`src/rtl/core/ffe_pkg.sv`:
```
// ffe_pkg: shared types and constants of the fix frame extractor
// used by ffe_parser and fix_frame_extractor_top; no dependencies
package ffe_pkg;

    localparam int unsigned MAX_LEN_W            = 21;
    localparam int unsigned COUNT_W              = MAX_LEN_W + 1;
    localparam int unsigned ACCUM_W              = 32;
    localparam int unsigned LEFT_W               = ACCUM_W + 1;
    localparam int unsigned CHECKSUM_FIELD_BYTES = 7;

    localparam logic [MAX_LEN_W-1:0] MAX_LEN_RESET = 21'h10000;

    localparam logic [7:0] SOH_BYTE   = 8'h01;
    localparam logic [7:0] CHAR_EIGHT = 8'h38;
    localparam logic [7:0] CHAR_NINE  = 8'h39;
    localparam logic [7:0] CHAR_EQ    = 8'h3d;
    localparam logic [7:0] CHAR_ZERO  = 8'h30;

    typedef enum logic [2:0] {
        ST_OK       = 3'd0,
        ST_BEGIN    = 3'd1,
        ST_LENTAG   = 3'd2,
        ST_LENVAL   = 3'd3,
        ST_OVERSIZE = 3'd4
    } status_t;

    // per-byte result of the parser
    typedef struct packed {
        logic [7:0] out_byte;
        logic       in_frame;
        logic       frame_end;
        status_t    status;
    } fix_result_t;

    // sticky error state seen by the top level
    typedef struct packed {
        logic    error;
        status_t err_code;
    } fix_status_t;

endpackage

```
`src/rtl/core/fix_frame_extractor_top.sv`:
```
// fix_frame_extractor_top: stream wrapper with output register and config register
// depends on ffe_pkg and ffe_parser
//
// Usage:
//   s_* carries the received byte stream, one byte per transaction in s_tdata.
//   m_* returns one transaction per input byte: the byte echoed in m_tdata,
//   m_tlast high on the last checksum byte of a complete frame, and m_tuser
//   holding the in-frame flag and the status code.
//   cfg_we/cfg_wdata write the maximum frame length; write only while idle.
//   Each input byte's result is registered and valid in the cycle after its
//   transaction. Throughput is one byte per cycle while the receiver is ready:
//   the parser step is short logic (36-bit add for length digits, 22-bit compare).
//   When the receiver stalls, the held result stays in the output register
//   and a new byte is still taken in the same cycle the held one is taken.
//   Reset clears the framing state and any sticky error, empties the output
//   register and sets the maximum frame length to 65536.
//   After a format or oversize error every byte is echoed with in-frame low
//   and the error code, until the next reset.
module fix_frame_extractor_top
    import ffe_pkg::*;
(
    input  logic                 clk,
    input  logic                 rst_n,
    input  logic                 s_tvalid,
    output logic                 s_tready,
    input  logic [7:0]           s_tdata,   // [7:0] rx_byte
    output logic                 m_tvalid,
    input  logic                 m_tready,
    output logic [7:0]           m_tdata,   // [7:0] out_byte
    output logic                 m_tlast,   // frame_end
    output logic [7:0]           m_tuser,   // [0] in_frame, [3:1] status, [7:4] zero
    input  logic                 cfg_we,
    input  logic [MAX_LEN_W-1:0] cfg_wdata  // max_frame_len
);

    logic [MAX_LEN_W-1:0] max_len_reg;
    logic                 out_valid_reg;
    fix_result_t          out_reg;
    fix_result_t          result;
    fix_status_t          sts;
    logic                 accept;

    assign s_tready = !out_valid_reg || m_tready;
    assign accept   = s_tvalid && s_tready;

    // configuration register
    always_ff @(posedge clk or negedge rst_n)
    begin
        if (!rst_n)
            max_len_reg <= MAX_LEN_RESET;
        else if (cfg_we)
            max_len_reg <= cfg_wdata;
    end

    ffe_parser u_parser (
        .clk           (clk),
        .rst_n         (rst_n),
        .step          (accept),
        .in_byte       (s_tdata),
        .max_frame_len (max_len_reg),
        .result        (result),
        .sts           (sts)
    );

    // output register valid
    always_ff @(posedge clk or negedge rst_n)
    begin
        if (!rst_n)
            out_valid_reg <= 1'b0;
        else if (s_tready)
            out_valid_reg <= s_tvalid;
    end

    // output register payload
    always_ff @(posedge clk)
    begin
        if (accept)
            out_reg <= result;
    end

    assign m_tvalid = out_valid_reg;
    assign m_tdata  = out_reg.out_byte;
    assign m_tlast  = out_reg.frame_end;
    assign m_tuser  = {4'b0, out_reg.status, out_reg.in_frame};

`ifndef ASSERT_OFF
    // end of frame only on a byte taken into a frame
    a_end_in_frame: assert property (@(posedge clk) disable iff (!rst_n)
        (m_tvalid && m_tlast) |-> m_tuser[0])
        else $error("frame end outside a frame");

    // error status never comes with the in-frame flag
    a_err_not_in_frame: assert property (@(posedge clk) disable iff (!rst_n)
        (m_tvalid && (m_tuser[3:1] != 3'd0)) |-> !m_tuser[0])
        else $error("error status on an in-frame byte");

    // error state is sticky and its code does not change
    a_err_sticky: assert property (@(posedge clk) disable iff (!rst_n)
        sts.error |=> (sts.error && $stable(sts.err_code)))
        else $error("sticky error lost or changed");

    // a byte taken while in error reports that error
    a_err_reported: assert property (@(posedge clk) disable iff (!rst_n)
        (accept && sts.error) |=> (m_tvalid && (m_tuser[3:1] == $past(sts.err_code))))
        else $error("error code not reported");
`endif

endmodule

```
`src/rtl/core/ffe_parser.sv`:
```
// ffe_parser: framing state machine, one byte per transaction
// depends on ffe_pkg
module ffe_parser
    import ffe_pkg::*;
(
    input  logic                 clk,
    input  logic                 rst_n,
    input  logic                 step,
    input  logic [7:0]           in_byte,
    input  logic [MAX_LEN_W-1:0] max_frame_len,
    output fix_result_t          result,
    output fix_status_t          sts
);

    typedef enum logic [2:0] {
        PH_TAG8,
        PH_EQ8,
        PH_BEGINVAL,
        PH_TAG9,
        PH_EQ9,
        PH_DIGITS,
        PH_BODY,
        PH_ERROR
    } phase_t;

    phase_t              phase_reg, phase_next;
    logic [ACCUM_W-1:0]  accum_reg, accum_next;
    logic                digit_seen_reg, digit_seen_next;
    logic [LEFT_W-1:0]   left_reg, left_next;
    logic [COUNT_W-1:0]  count_reg, count_next;
    status_t             err_code_reg, err_code_next;

    status_t             err;
    logic                frame_end;
    logic [COUNT_W-1:0]  count_inc;
    logic                is_digit;
    logic [ACCUM_W+3:0]  accum_ext;
    logic [ACCUM_W+3:0]  accum_x10;

    assign count_inc = count_reg + COUNT_W'(1);
    assign is_digit  = (in_byte >= CHAR_ZERO) && (in_byte <= CHAR_NINE);
    assign accum_ext = {4'b0, accum_reg};
    // times ten by shifts, plus the digit value (low nibble of an ascii digit)
    assign accum_x10 = (accum_ext << 3) + (accum_ext << 1)
                     + {{(ACCUM_W){1'b0}}, in_byte[3:0]};

    // next state and per-byte result
    always_comb
    begin
        phase_next      = phase_reg;
        accum_next      = accum_reg;
        digit_seen_next = digit_seen_reg;
        left_next       = left_reg;
        count_next      = count_reg;
        err_code_next   = err_code_reg;
        err             = ST_OK;
        frame_end       = 1'b0;

        result.out_byte  = in_byte;
        result.in_frame  = 1'b0;
        result.frame_end = 1'b0;
        result.status    = err_code_reg;

        if (phase_reg != PH_ERROR)
        begin
            unique case (phase_reg)
                PH_TAG8:
                begin
                    if (in_byte == CHAR_EIGHT) phase_next = PH_EQ8;
                    else                       err = ST_BEGIN;
                end
                PH_EQ8:
                begin
                    if (in_byte == CHAR_EQ) phase_next = PH_BEGINVAL;
                    else                    err = ST_BEGIN;
                end
                PH_BEGINVAL:
                begin
                    if (in_byte == SOH_BYTE) phase_next = PH_TAG9;
                end
                PH_TAG9:
                begin
                    if (in_byte == CHAR_NINE) phase_next = PH_EQ9;
                    else                      err = ST_LENTAG;
                end
                PH_EQ9:
                begin
                    if (in_byte == CHAR_EQ)
                    begin
                        phase_next      = PH_DIGITS;
                        accum_next      = '0;
                        digit_seen_next = 1'b0;
                    end
                    else
                    begin
                        err = ST_LENTAG;
                    end
                end
                PH_DIGITS:
                begin
                    if (is_digit)
                    begin
                        if (accum_x10[ACCUM_W+3:ACCUM_W] != 4'b0)
                        begin
                            err = ST_LENVAL;
                        end
                        else
                        begin
                            accum_next      = accum_x10[ACCUM_W-1:0];
                            digit_seen_next = 1'b1;
                        end
                    end
                    else if ((in_byte == SOH_BYTE) && digit_seen_reg)
                    begin
                        // checksum field keeps the remaining count above zero
                        left_next  = {1'b0, accum_reg}
                                   + LEFT_W'(CHECKSUM_FIELD_BYTES);
                        phase_next = PH_BODY;
                    end
                    else
                    begin
                        err = ST_LENVAL;
                    end
                end
                PH_BODY:
                begin
                    left_next = left_reg - LEFT_W'(1);
                    if (left_reg == LEFT_W'(1))
                    begin
                        frame_end  = 1'b1;
                        phase_next = PH_TAG8;
                    end
                end
                default:
                begin
                    err = ST_BEGIN;
                end
            endcase

            // oversize only when no format error on this byte
            if ((err == ST_OK) && (count_inc > {1'b0, max_frame_len}))
                err = ST_OVERSIZE;

            if (err != ST_OK)
            begin
                err_code_next = err;
                phase_next    = PH_ERROR;
                result.status = err;
            end
            else
            begin
                result.in_frame  = 1'b1;
                result.frame_end = frame_end;
                result.status    = ST_OK;
                if (frame_end)
                begin
                    count_next      = '0;
                    accum_next      = '0;
                    digit_seen_next = 1'b0;
                end
                else
                begin
                    count_next = count_inc;
                end
            end
        end
    end

    // state registers, advanced once per accepted transaction
    always_ff @(posedge clk or negedge rst_n)
    begin
        if (!rst_n)
        begin
            phase_reg      <= PH_TAG8;
            accum_reg      <= '0;
            digit_seen_reg <= 1'b0;
            left_reg       <= '0;
            count_reg      <= '0;
            err_code_reg   <= ST_OK;
        end
        else if (step)
        begin
            phase_reg      <= phase_next;
            accum_reg      <= accum_next;
            digit_seen_reg <= digit_seen_next;
            left_reg       <= left_next;
            count_reg      <= count_next;
            err_code_reg   <= err_code_next;
        end
    end

    assign sts.error    = (phase_reg == PH_ERROR);
    assign sts.err_code = err_code_reg;

endmodule
```
`config.mk`:
```
export PLATFORM = sky130hd
export DESIGN_NAME = fix_frame_extractor_top
export DESIGN_NICKNAME = d
export VERILOG_FILES = /design/src/rtl/core/ffe_pkg.sv /design/src/rtl/core/fix_frame_extractor_top.sv /design/src/rtl/core/ffe_parser.sv
export SDC_FILE = /design/constraint.sdc
export NUM_CORES = 1
export LEC_CHECK = 0
export BUFFER_PORTS_ARGS = -buffer_cell sky130_fd_sc_hd__clkbuf_2
export CAP_MARGIN = 10
export CORE_MARGIN = 1.5
export CORE_UTILIZATION = 55
export CTS_BUF_LIST = sky130_fd_sc_hd__clkbuf_8
export DETAILED_ROUTE_END_ITERATION = 8
export PLACE_DENSITY = 0.83
export SYNTH_ARGS = -nofsm -noshare
export SYNTH_HDL_FRONTEND = slang
export SYNTH_SLANG_ARGS = --single-unit
```
`constraint.sdc`:
```
create_clock -name clk -period 5.1 [get_ports clk]
set_input_delay 0 -clock clk [delete_from_list [all_inputs] [get_ports clk]]
set_output_delay 0 -clock clk [all_outputs]
set_load 0.02 [all_outputs]
```
Word-level counts from Yosys, hierarchy flattened
Cells that the tools add are included.

Divide/modulo/power cells: 0. Bitwise gates (word level): 2. Reductions and logical operators: 19. Order comparisons: 3. Muxes and demuxes: 43. Shift operators: 0. Eq/ne operators: 22. Multiply operators: 0. Add/sub/neg operators: 5.

Operators with widths (count): $mux 32 (5); $mux 33 (2); $pmux 33 s2 (1); $pmux 32 s2 (1); $mux 3 (15); $add 35x33->36 (1); $add 36x4->36 (1); $add 32x3->33 const B (1); $eq 33x1->1 const B (1); $sub 33x1->33 const B (1); $eq 8x6->1 const B (3); $add 22x1->22 const B (1); $gt 22x21->1 (1); $mux 22 (1); $ne 3x1->1 const B (7); $pmux 3 s7 (1); $pmux 3 s6 (1); $reduce_and 11->1 (1); $mux 1 (10); $mux 2 (5); $eq 3x3->1 const B (3); $eq 8x1->1 const B (1); $ge 8x6->1 const B (1); $le 8x6->1 const B (1); other kinds (19) (28).

Bits in latches: 0. Bits in registers: 129. Output and inout bits: 19. Bits of input ports: 34. RAM bits: 0. Logic and storage cells: 106. Memories: 0. Bits in read-only memories: 0.

Longest topological paths before layout
Gate-level depths: netlist of run 1.

Depth after elaboration: 14. Depth in mapped cells: 20. Gate-level depth less buffers: 16.

Modules after synthesis
From an unflattened synthesis of run 1, not the netlist that was laid out.

Cell total of the unflattened synthesis: 1130. Area, all modules: 9900.7 um^2.

Modules (own cells, without submodules): ffe_parser (seq. area each 2352.3 um^2, area an instance 8572.0 um^2, cells each 1064, times used 1); fix_frame_extractor_top (seq. area each 942.2 um^2, area an instance 1328.8 um^2, cells each 66, times used 1).

Least setup slack after synthesis of run 1
No wires, ideal clock.

Path kind: register -> register. Start: reg u_parser.count_reg[0]. End: reg u_parser.count_reg[5]. Cell stages (with the launch flop): 20. Data required time: 5017 ps. Setup time: 83 ps. Buffers on the path: 4. Arrival time: 4224 ps. Clock period less this slack: 4307 ps. Slack: 793 ps. Cell sequence: dfrtp_1 > ha_1 > inv_1 > or2_2 > clkbuf_1 > or3_1 > clkbuf_1 > nor2_1 > xnor2_1 > ha_1 > nand4_1 > and4bb_2 > nand4_1 > a21boi_0 > or4_1 > buf_2 > nor4b_2 > buf_2 > nand3_1 > o21ai_0.

Word-level cells in the longest chain between the ends: 8. Elaborated cells on any way between the ends: 9. Classes of those cells: add/sub: 1; order compare: 1; mux: 3; bitwise: 1; reduce/logical: 3.

RTL lines: start: declaration (RTL line ffe_parser.sv:30) `logic [COUNT_W-1:0] count_reg, count_next;`; start signal: assignment (RTL line ffe_parser.sv:187) `count_reg <= count_next;`; $add 22x1->22 (*) (RTL line ffe_parser.sv:40) `assign count_inc = count_reg + COUNT_W'(1);`; $gt 22x21->1 (RTL line ffe_parser.sv:141) `if ((err == ST_OK) && (count_inc > {1'b0, max_frame_len}))`; $logic_and 1x1->1 (RTL line ffe_parser.sv:141); $mux 3 (RTL line ffe_parser.sv:141); $mux 3 (RTL line ffe_parser.sv:64) `if (phase_reg != PH_ERROR)`; $reduce_bool 3->1 (RTL line ffe_parser.sv:144) `if (err != ST_OK)`; $not 1->1 (no source line); $reduce_and 3->1 (no source line).

Every way passes the cells marked *; elsewhere a longest branch is shown, timed or not. The select of a mux whose other input is x is not followed. A chain may end at the register's enable or synchronous reset.

Worst setup path after layout of run 1
Ends and elaborated chain as after synthesis.

==> results of run 1 <==
## layout make-up
cell class                      count  area [um2]
Fill cell                        1430        6550
Multi-Input combinational cell    901        6050
Sequential cell                   129        3290
Timing Repair Buffer               87         616
Tap cell                          225         282
Clock buffer                       17         234
Inverter                           47         176
Clock inverter                     15         149
## worst register-to-register path: stages (launching register included)
cell,delay [ns]
dfrtp_1,0.44
ha_1,0.26
inv_1,0.09
or2_2,0.35
or3_1,0.48
nor2_1,0.16
xnor2_1,0.10
ha_1,0.31
nand4_1,0.14
and4bb_2,0.34
nand4_1,0.12
a21boi_0,0.15
or4_1,0.60
nor2_1,0.28
nand2_1,0.25
o31ai_1,0.29
o21ai_0,0.12
## how the worst max path moves through the flow
stage	from	slack (ns)	cells after the start	end
global placement	u_parser.count_reg[2]	0.76	15	u_parser.count_reg[16]
floorplan	u_parser.count_reg[0]	0.79	19	u_parser.count_reg[5]
CTS	u_parser.count_reg[0]	0.57	16	u_parser.count_reg[5]
finish	u_parser.count_reg[0]	0.53	16	u_parser.count_reg[5]
detailed placement	u_parser.count_reg[0]	0.64	16	u_parser.count_reg[5]
global route	u_parser.count_reg[0]	0.18	16	u_parser.count_reg[5]
## cell usage after synthesis, types with 15 or more instances
| cell type | instances | share of area (%) |
|---|---|---|
| mux2i_1 | 34 | 3.5 |
| nand3_1 | 46 | 2.4 |
| nor4_1 | 15 | 0.96 |
| ha_1 | 88 | 11 |
| dfrtp_1 | 115 | 29 |
| xnor2_1 | 41 | 3.7 |
| nand4_1 | 23 | 1.5 |
| a21oi_1 | 77 | 3.9 |
| inv_1 | 46 | 1.8 |
| nand2_1 | 141 | 5.4 |
| nor3_1 | 34 | 1.7 |
| nor2_1 | 69 | 2.7 |
| a21o_1 | 15 | 1.2 |
| xor2_1 | 36 | 3.2 |
| clkbuf_1 | 38 | 1.5 |
| o21ai_0 | 95 | 4.9 |
## report_power, final
part	internal, mW	total, mW	switching, mW
Sequential	1.21	1.41	0.202
Clock	0.400	0.874	0.474
Combinational	0.429	1.20	0.773
## per-layer routing
layer / GRT usage [%] / up-vias / wire (um)
met5: 0 / - / 0
met4: 10.7 / 0 / 610
met3: 4.77 / 53 / 1170
met2: 43.9 / 263 / 11300
met1: 35.3 / 4203 / 10400
li1: - / 4207 / -
## cell families (layout without fill, tap and decap cells)
kind of cell             count (synthesis)  in the layout  share of synthesized area, %
XOR/XNOR                                77             77                          6.90
multiplexers                            35             35                          3.60
adder cells (fa/ha/maj)                 90             90                          11.7
AO/OA/AOI/OAI                          294            294                          19.2
flip-flops                             129            129                          33.7
other                                    1              4                        0.0384
buffers and inverters                  104            166                          4.51
AND/OR/NAND/NOR                        401            401                          20.4
## stage by stage
stage	total power [mW]	utilization [%]	instance area (um2)	hold slack (ns)
floorplan	2.29	-	9780	-0.296
global placement	2.53	58.2	10100	0.00455
detailed placement	2.58	58.2	10100	0.0135
CTS	3.48	62.2	10800	0.0405
global route	3.73	62.2	10800	0.0726
finish	3.49	62.2	10800	0.0273
==> metrics.yaml, run 1 <==
outcome:
  status: "finished, final reports clean"
place:
  dp_slack_ns: 0.641
  dpl.cell_count: 1357
  portBuffers: 48
  dpl.hpwl_um: 16500
  place_congestion: 0.935
global_routing:
  grt_usage_pct: 26.9
  grt_pass1_wl_um: 40200
  grt-ovfl-total: 0
  antenna_found_initial: 0
  grt_max_degree: 77
  grt_pass1_vias: 8397
clock_network:
  cts_tree: "done"
  root_buffer: "clkbuf_8"
  cts.clk_slew.worst_paths_ns: 0.09
  cts_hold_buf: 32
  htreeDepth: 4
  cts_buffer_depth: 2
  cts_setup_buffers: 0
  cts_sinks: 129
  numCtsBuffers: 17
  ctsResizeCount: 0
  clk_latency_ns: 0.47
critical_path:
  worst-path-buf-inv: 1
  critPathSlowestCell: "or4_1"
  crit_path_start_kind: "flip-flop"
  crit_arrival_ns: 4.92
  crit_family: "simple AND/OR/NAND/NOR gates"
  r2r_end: "u_parser.count_reg[5]"
  worstSetupPathType: "reg -> reg"
  crit_path_cell_trace: "ha_1, inv_1, or2_2, or3_1, nor2_1, xnor2_1, ha_1, nand4_1, and4bb_2, nand4_1, a21boi_0, or4_1, nor2_1, nand2_1, o31ai_1, o21ai_0"
  reg2reg_from: "u_parser.count_reg[0]"
  critical_path_required_ns: 5.45
  ff2ff_setup_slack_ns: 0.53
  cpPeakStageDelay_ns: 0.60
  endpoint_kind: "flip-flop"
  reg2reg_depth: 16
  crit_fanout: 7
synth:
  synth_edf_count: 13
  yosysUniqueCellTypes: 73
  avgSynthCellArea_um2: 8.64
  yosysSeqAreaShare_pct: 33.7
  syn_area_um2: 9770
  synthCells: 1131
  synth_flop_cell: "dfrtp_1"
  ys_ff_latch: 129
  yosysWarnings: 0
  async_reset_ff_share_pct: 89.9
floorplanning:
  core-area_um2: 17400
  die_w_um: 136
  ioPinCount: 53
  die_h_um: 136
  rows: 48
  floorplan.initialDensity_pct: 56.3
  dieArea_um2: 18600
routing:
  drtPass1Iterations: 6
  dr_total_vias: 8726
  wl_per_cell_um: 16.5
  ant_nets: 0
  wl_um: 23400
  drt_iter0_drc: 627
  vias_per_cell: 6.14
  drc: 0
sta:
  rsz0062_at_grt: "false"
  timing.final.crit_share_pct: 89.7
  setup_viol: 0
  finClkSkew_ns: 0.0152
  final_hold_viol_count: 0
  tightestPinTransition_ns: 1.01
  setup_slack_ns: 0.526
  slew_headroom_pct: 32.7
  tns_ns: 0
  period_minus_slack_ns: 4.57
  maxSlewViolCount: 0
  fmax_mhz: 219
cells_and_area:
  drive_above_1_share_pct: 9.45
  layout_common_cells: "nand2_1, dfrtp_1, o21ai_0"
  fin_nets: 1307
  largest_register_ff_count: 33
  area_growth_pct: 10.5
  layout_commonest_cell: "nand2_1"
  num_antenna_cells: 0
  final_cells: 1421
min_path:
  min_path_type: "in -> async"
power:
  power_density_nw_per_um2: 323
  p_leak_nw: 4.84
  ir_worst_vdd_mv: 0.237
job:
  drv_cap: 0
No activity file was read; power rests on OpenSTA's default activity.
==> inputs of run 2 (changes only) <==
--- a/config.mk
+++ b/config.mk
@@ -11,7 +11,7 @@
 export CORE_UTILIZATION = 55
 export CTS_BUF_LIST = sky130_fd_sc_hd__clkbuf_8
 export DETAILED_ROUTE_END_ITERATION = 8
-export PLACE_DENSITY = 0.83
+export PLACE_DENSITY = 0.86
 export SYNTH_ARGS = -nofsm -noshare
 export SYNTH_HDL_FRONTEND = slang
 export SYNTH_SLANG_ARGS = --single-unit
==> constraint.sdc (replaced) <==
create_clock -name clk -period 4 [get_ports clk]
set_input_delay 0 -clock clk [delete_from_list [all_inputs] [get_ports clk]]
set_output_delay 0 -clock clk [all_outputs]
set_load 0.02 [all_outputs]
==> metrics.yaml, run 2 (synthesis results as in run 1) <==
sta:
  timing.final.crit_share_pct: 107
  final_hold_viol_count: 0
  tightestPinTransition_ns: 1.15
  fmax_mhz: 233
  period_minus_slack_ns: 4.28
  tns_ns: -7.37
  rsz0062_at_grt: "true"
  maxSlewViolCount: 0
  setup_slack_ns: -0.283
  finClkSkew_ns: 0.0153
  setup_viol: 57
  slew_headroom_pct: 22.8
cells_and_area:
  layout_commonest_cell: "nand2_1"
  multi_input_area_um2: 6300
  fin_nets: 1380
  drive_above_1_share_pct: 17.3
  area_growth_pct: 19.6
  largest_register_ff_count: 33
  num-fill-cells: 1239
  final-seq-area_um2: 3290
  num_antenna_cells: 0
  layout_common_cells: "nand2_1, dfrtp_1, o21ai_0"
  final_util_pct: 67.4
  final_cells: 1494
critical_path:
  crit_path_start_kind: "flip-flop"
  critical_path_required_ns: 4.35
  crit_arrival_ns: 4.63
  reg2reg_from: "u_parser.count_reg[1]"
  worstSetupPathType: "reg -> reg"
  cp-startpoint: "u_parser.count_reg[1]"
  endpoint_kind: "flip-flop"
  ff2ff_setup_slack_ns: -0.28
  crit_fanout: 5
  crit_end: "u_parser.count_reg[16]"
  reg2reg_depth: 16
  r2r_end: "u_parser.count_reg[16]"
power:
  power_density_nw_per_um2: 429
  ir_worst_vdd_mv: 0.286
  p_leak_nw: 5.31
global_routing:
  grt_pass1_wl_um: 43000
  met3_usage_pct: 5.00
  grt.busiest_layer: "met2"
  grt_pass1_vias: 9040
  gr-usage-met1_pct: 36.0
  grt-ovfl-total: 0
  grt_max_degree: 73
  grt_use_met2_pct: 50.0
  antenna_found_initial: 0
  grt_usage_pct: 28.9
floorplanning:
  rows: 48
  ioPinCount: 53
  floorplan.initialDensity_pct: 56.3
  core-area_um2: 17400
  die_w_um: 136
  die_h_um: 136
  dieArea_um2: 18600
routing:
  dr_total_vias: 9365
  wl_per_cell_um: 18.1
  drt_iter0_drc: 1105
  ant_nets: 0
  drc: 0
  vias_per_cell: 6.27
  drtPass1Iterations: 6
  wl_um: 27100
clock_network:
  cts_buffer_depth: 2
  cts_tree: "done"
  clk_latency_ns: 0.45
  numCtsBuffers: 17
  root_buffer: "clkbuf_8"
  htreeDepth: 4
  cts.clk_slew.worst_paths_ns: 0.09
  cts_sinks: 129
outcome:
  status: "complete, but fails checks"
  violations: "setup timing"
place:
  dpl.hpwl_um: 17700
  place_congestion: 0.930
  dpl.cell_count: 1410
  portBuffers: 48
  dp_slack_ns: -0.168
min_path:
  min_path_type: "in -> reg"
job:
  drv_cap: 0
[run 2: cell types whose count changed in the layout (fill, tap and decap cells not counted), moves of 3 or more]
cell	before	now
nor2_2	1	5
o21ai_1	2	6
nor2_1	68	60
bufinv_16	1	4
o21ai_0	95	89
inv_6	6	1
nor2_4	0	4
buf_4	8	75
clkbuf_8	17	20
[run 2: layout make-up]
| type | instances | share of cell area [%] |
|---|---|---|
| clock buffer | 20 | 2.35 |
| clock inverter | 12 | 1.54 |
| inverter | 47 | 1.53 |
| multi-input combinational | 903 | 53.9 |
| sequential | 129 | 28.2 |
| tap | 225 | 2.41 |
| timing repair buffer | 158 | 10.1 |
[run 2: worst min-delay path by stage]
stage	start	endpoint	slack, ns	depth (start not counted)
3_3_place_gp	rst_n	max_len_reg[15]	0.18	1
2_1_floorplan	rst_n	m_tvalid	-0.30	0
3_5_place_dp	rst_n	max_len_reg[15]	0.19	1
6_report	cfg_we	max_len_reg[16]	0.14	3
5_1_grt	cfg_we	max_len_reg[5]	0.23	3
4_1_cts	cfg_we	max_len_reg[16]	0.13	3
[run 2: timing repair]
item,CTS,global route
endpoints found under the setup margin,60,65
hold buffers,32,0
setup buffers,5,13
pin swaps,12,24
cloned,1,1
gates resized for setup,14,32
endpoints found under the hold margin,101,0
[run 2: through the flow]
step	cell area (um2)	total power, mW	hold slack [ns]
floorplan	9850	2.96	-0.296
global placement	10600	3.34	0.182
detailed placement	10600	3.42	0.192
finish	11700	5.02	0.143
CTS	11500	4.77	0.130
global route	11700	5.29	0.233
[run 2: worst max-delay path, cell delays in order, from the launching register on]
cell	delay, ns
dfrtp_1	0.41
buf_6	0.13
ha_4	0.14
inv_4	0.04
or2_4	0.23
or3_4	0.42
nor2_4	0.15
xnor2_2	0.09
ha_1	0.32
nand4_1	0.10
and4bb_2	0.34
nand4_1	0.15
a21boi_4	0.19
or4_4	0.60
nor4b_4	0.43
nand2_1	0.17
o31ai_1	0.27
[run 2: layer usage]
| metal | up-vias | share of wire [%] |
|---|---|---|
| met1 | 4474 | 41 |
| li1 | 4372 | - |
| met3 | 85 | 6.2 |
| met2 | 434 | 50 |
| met5 | - | 0 |
| met4 | 0 | 3.1 |
[run 2: power by group]
part           internal [mW]  switching, mW
logic                  0.754           1.17
clock network          0.732          0.565
registers               1.55          0.248
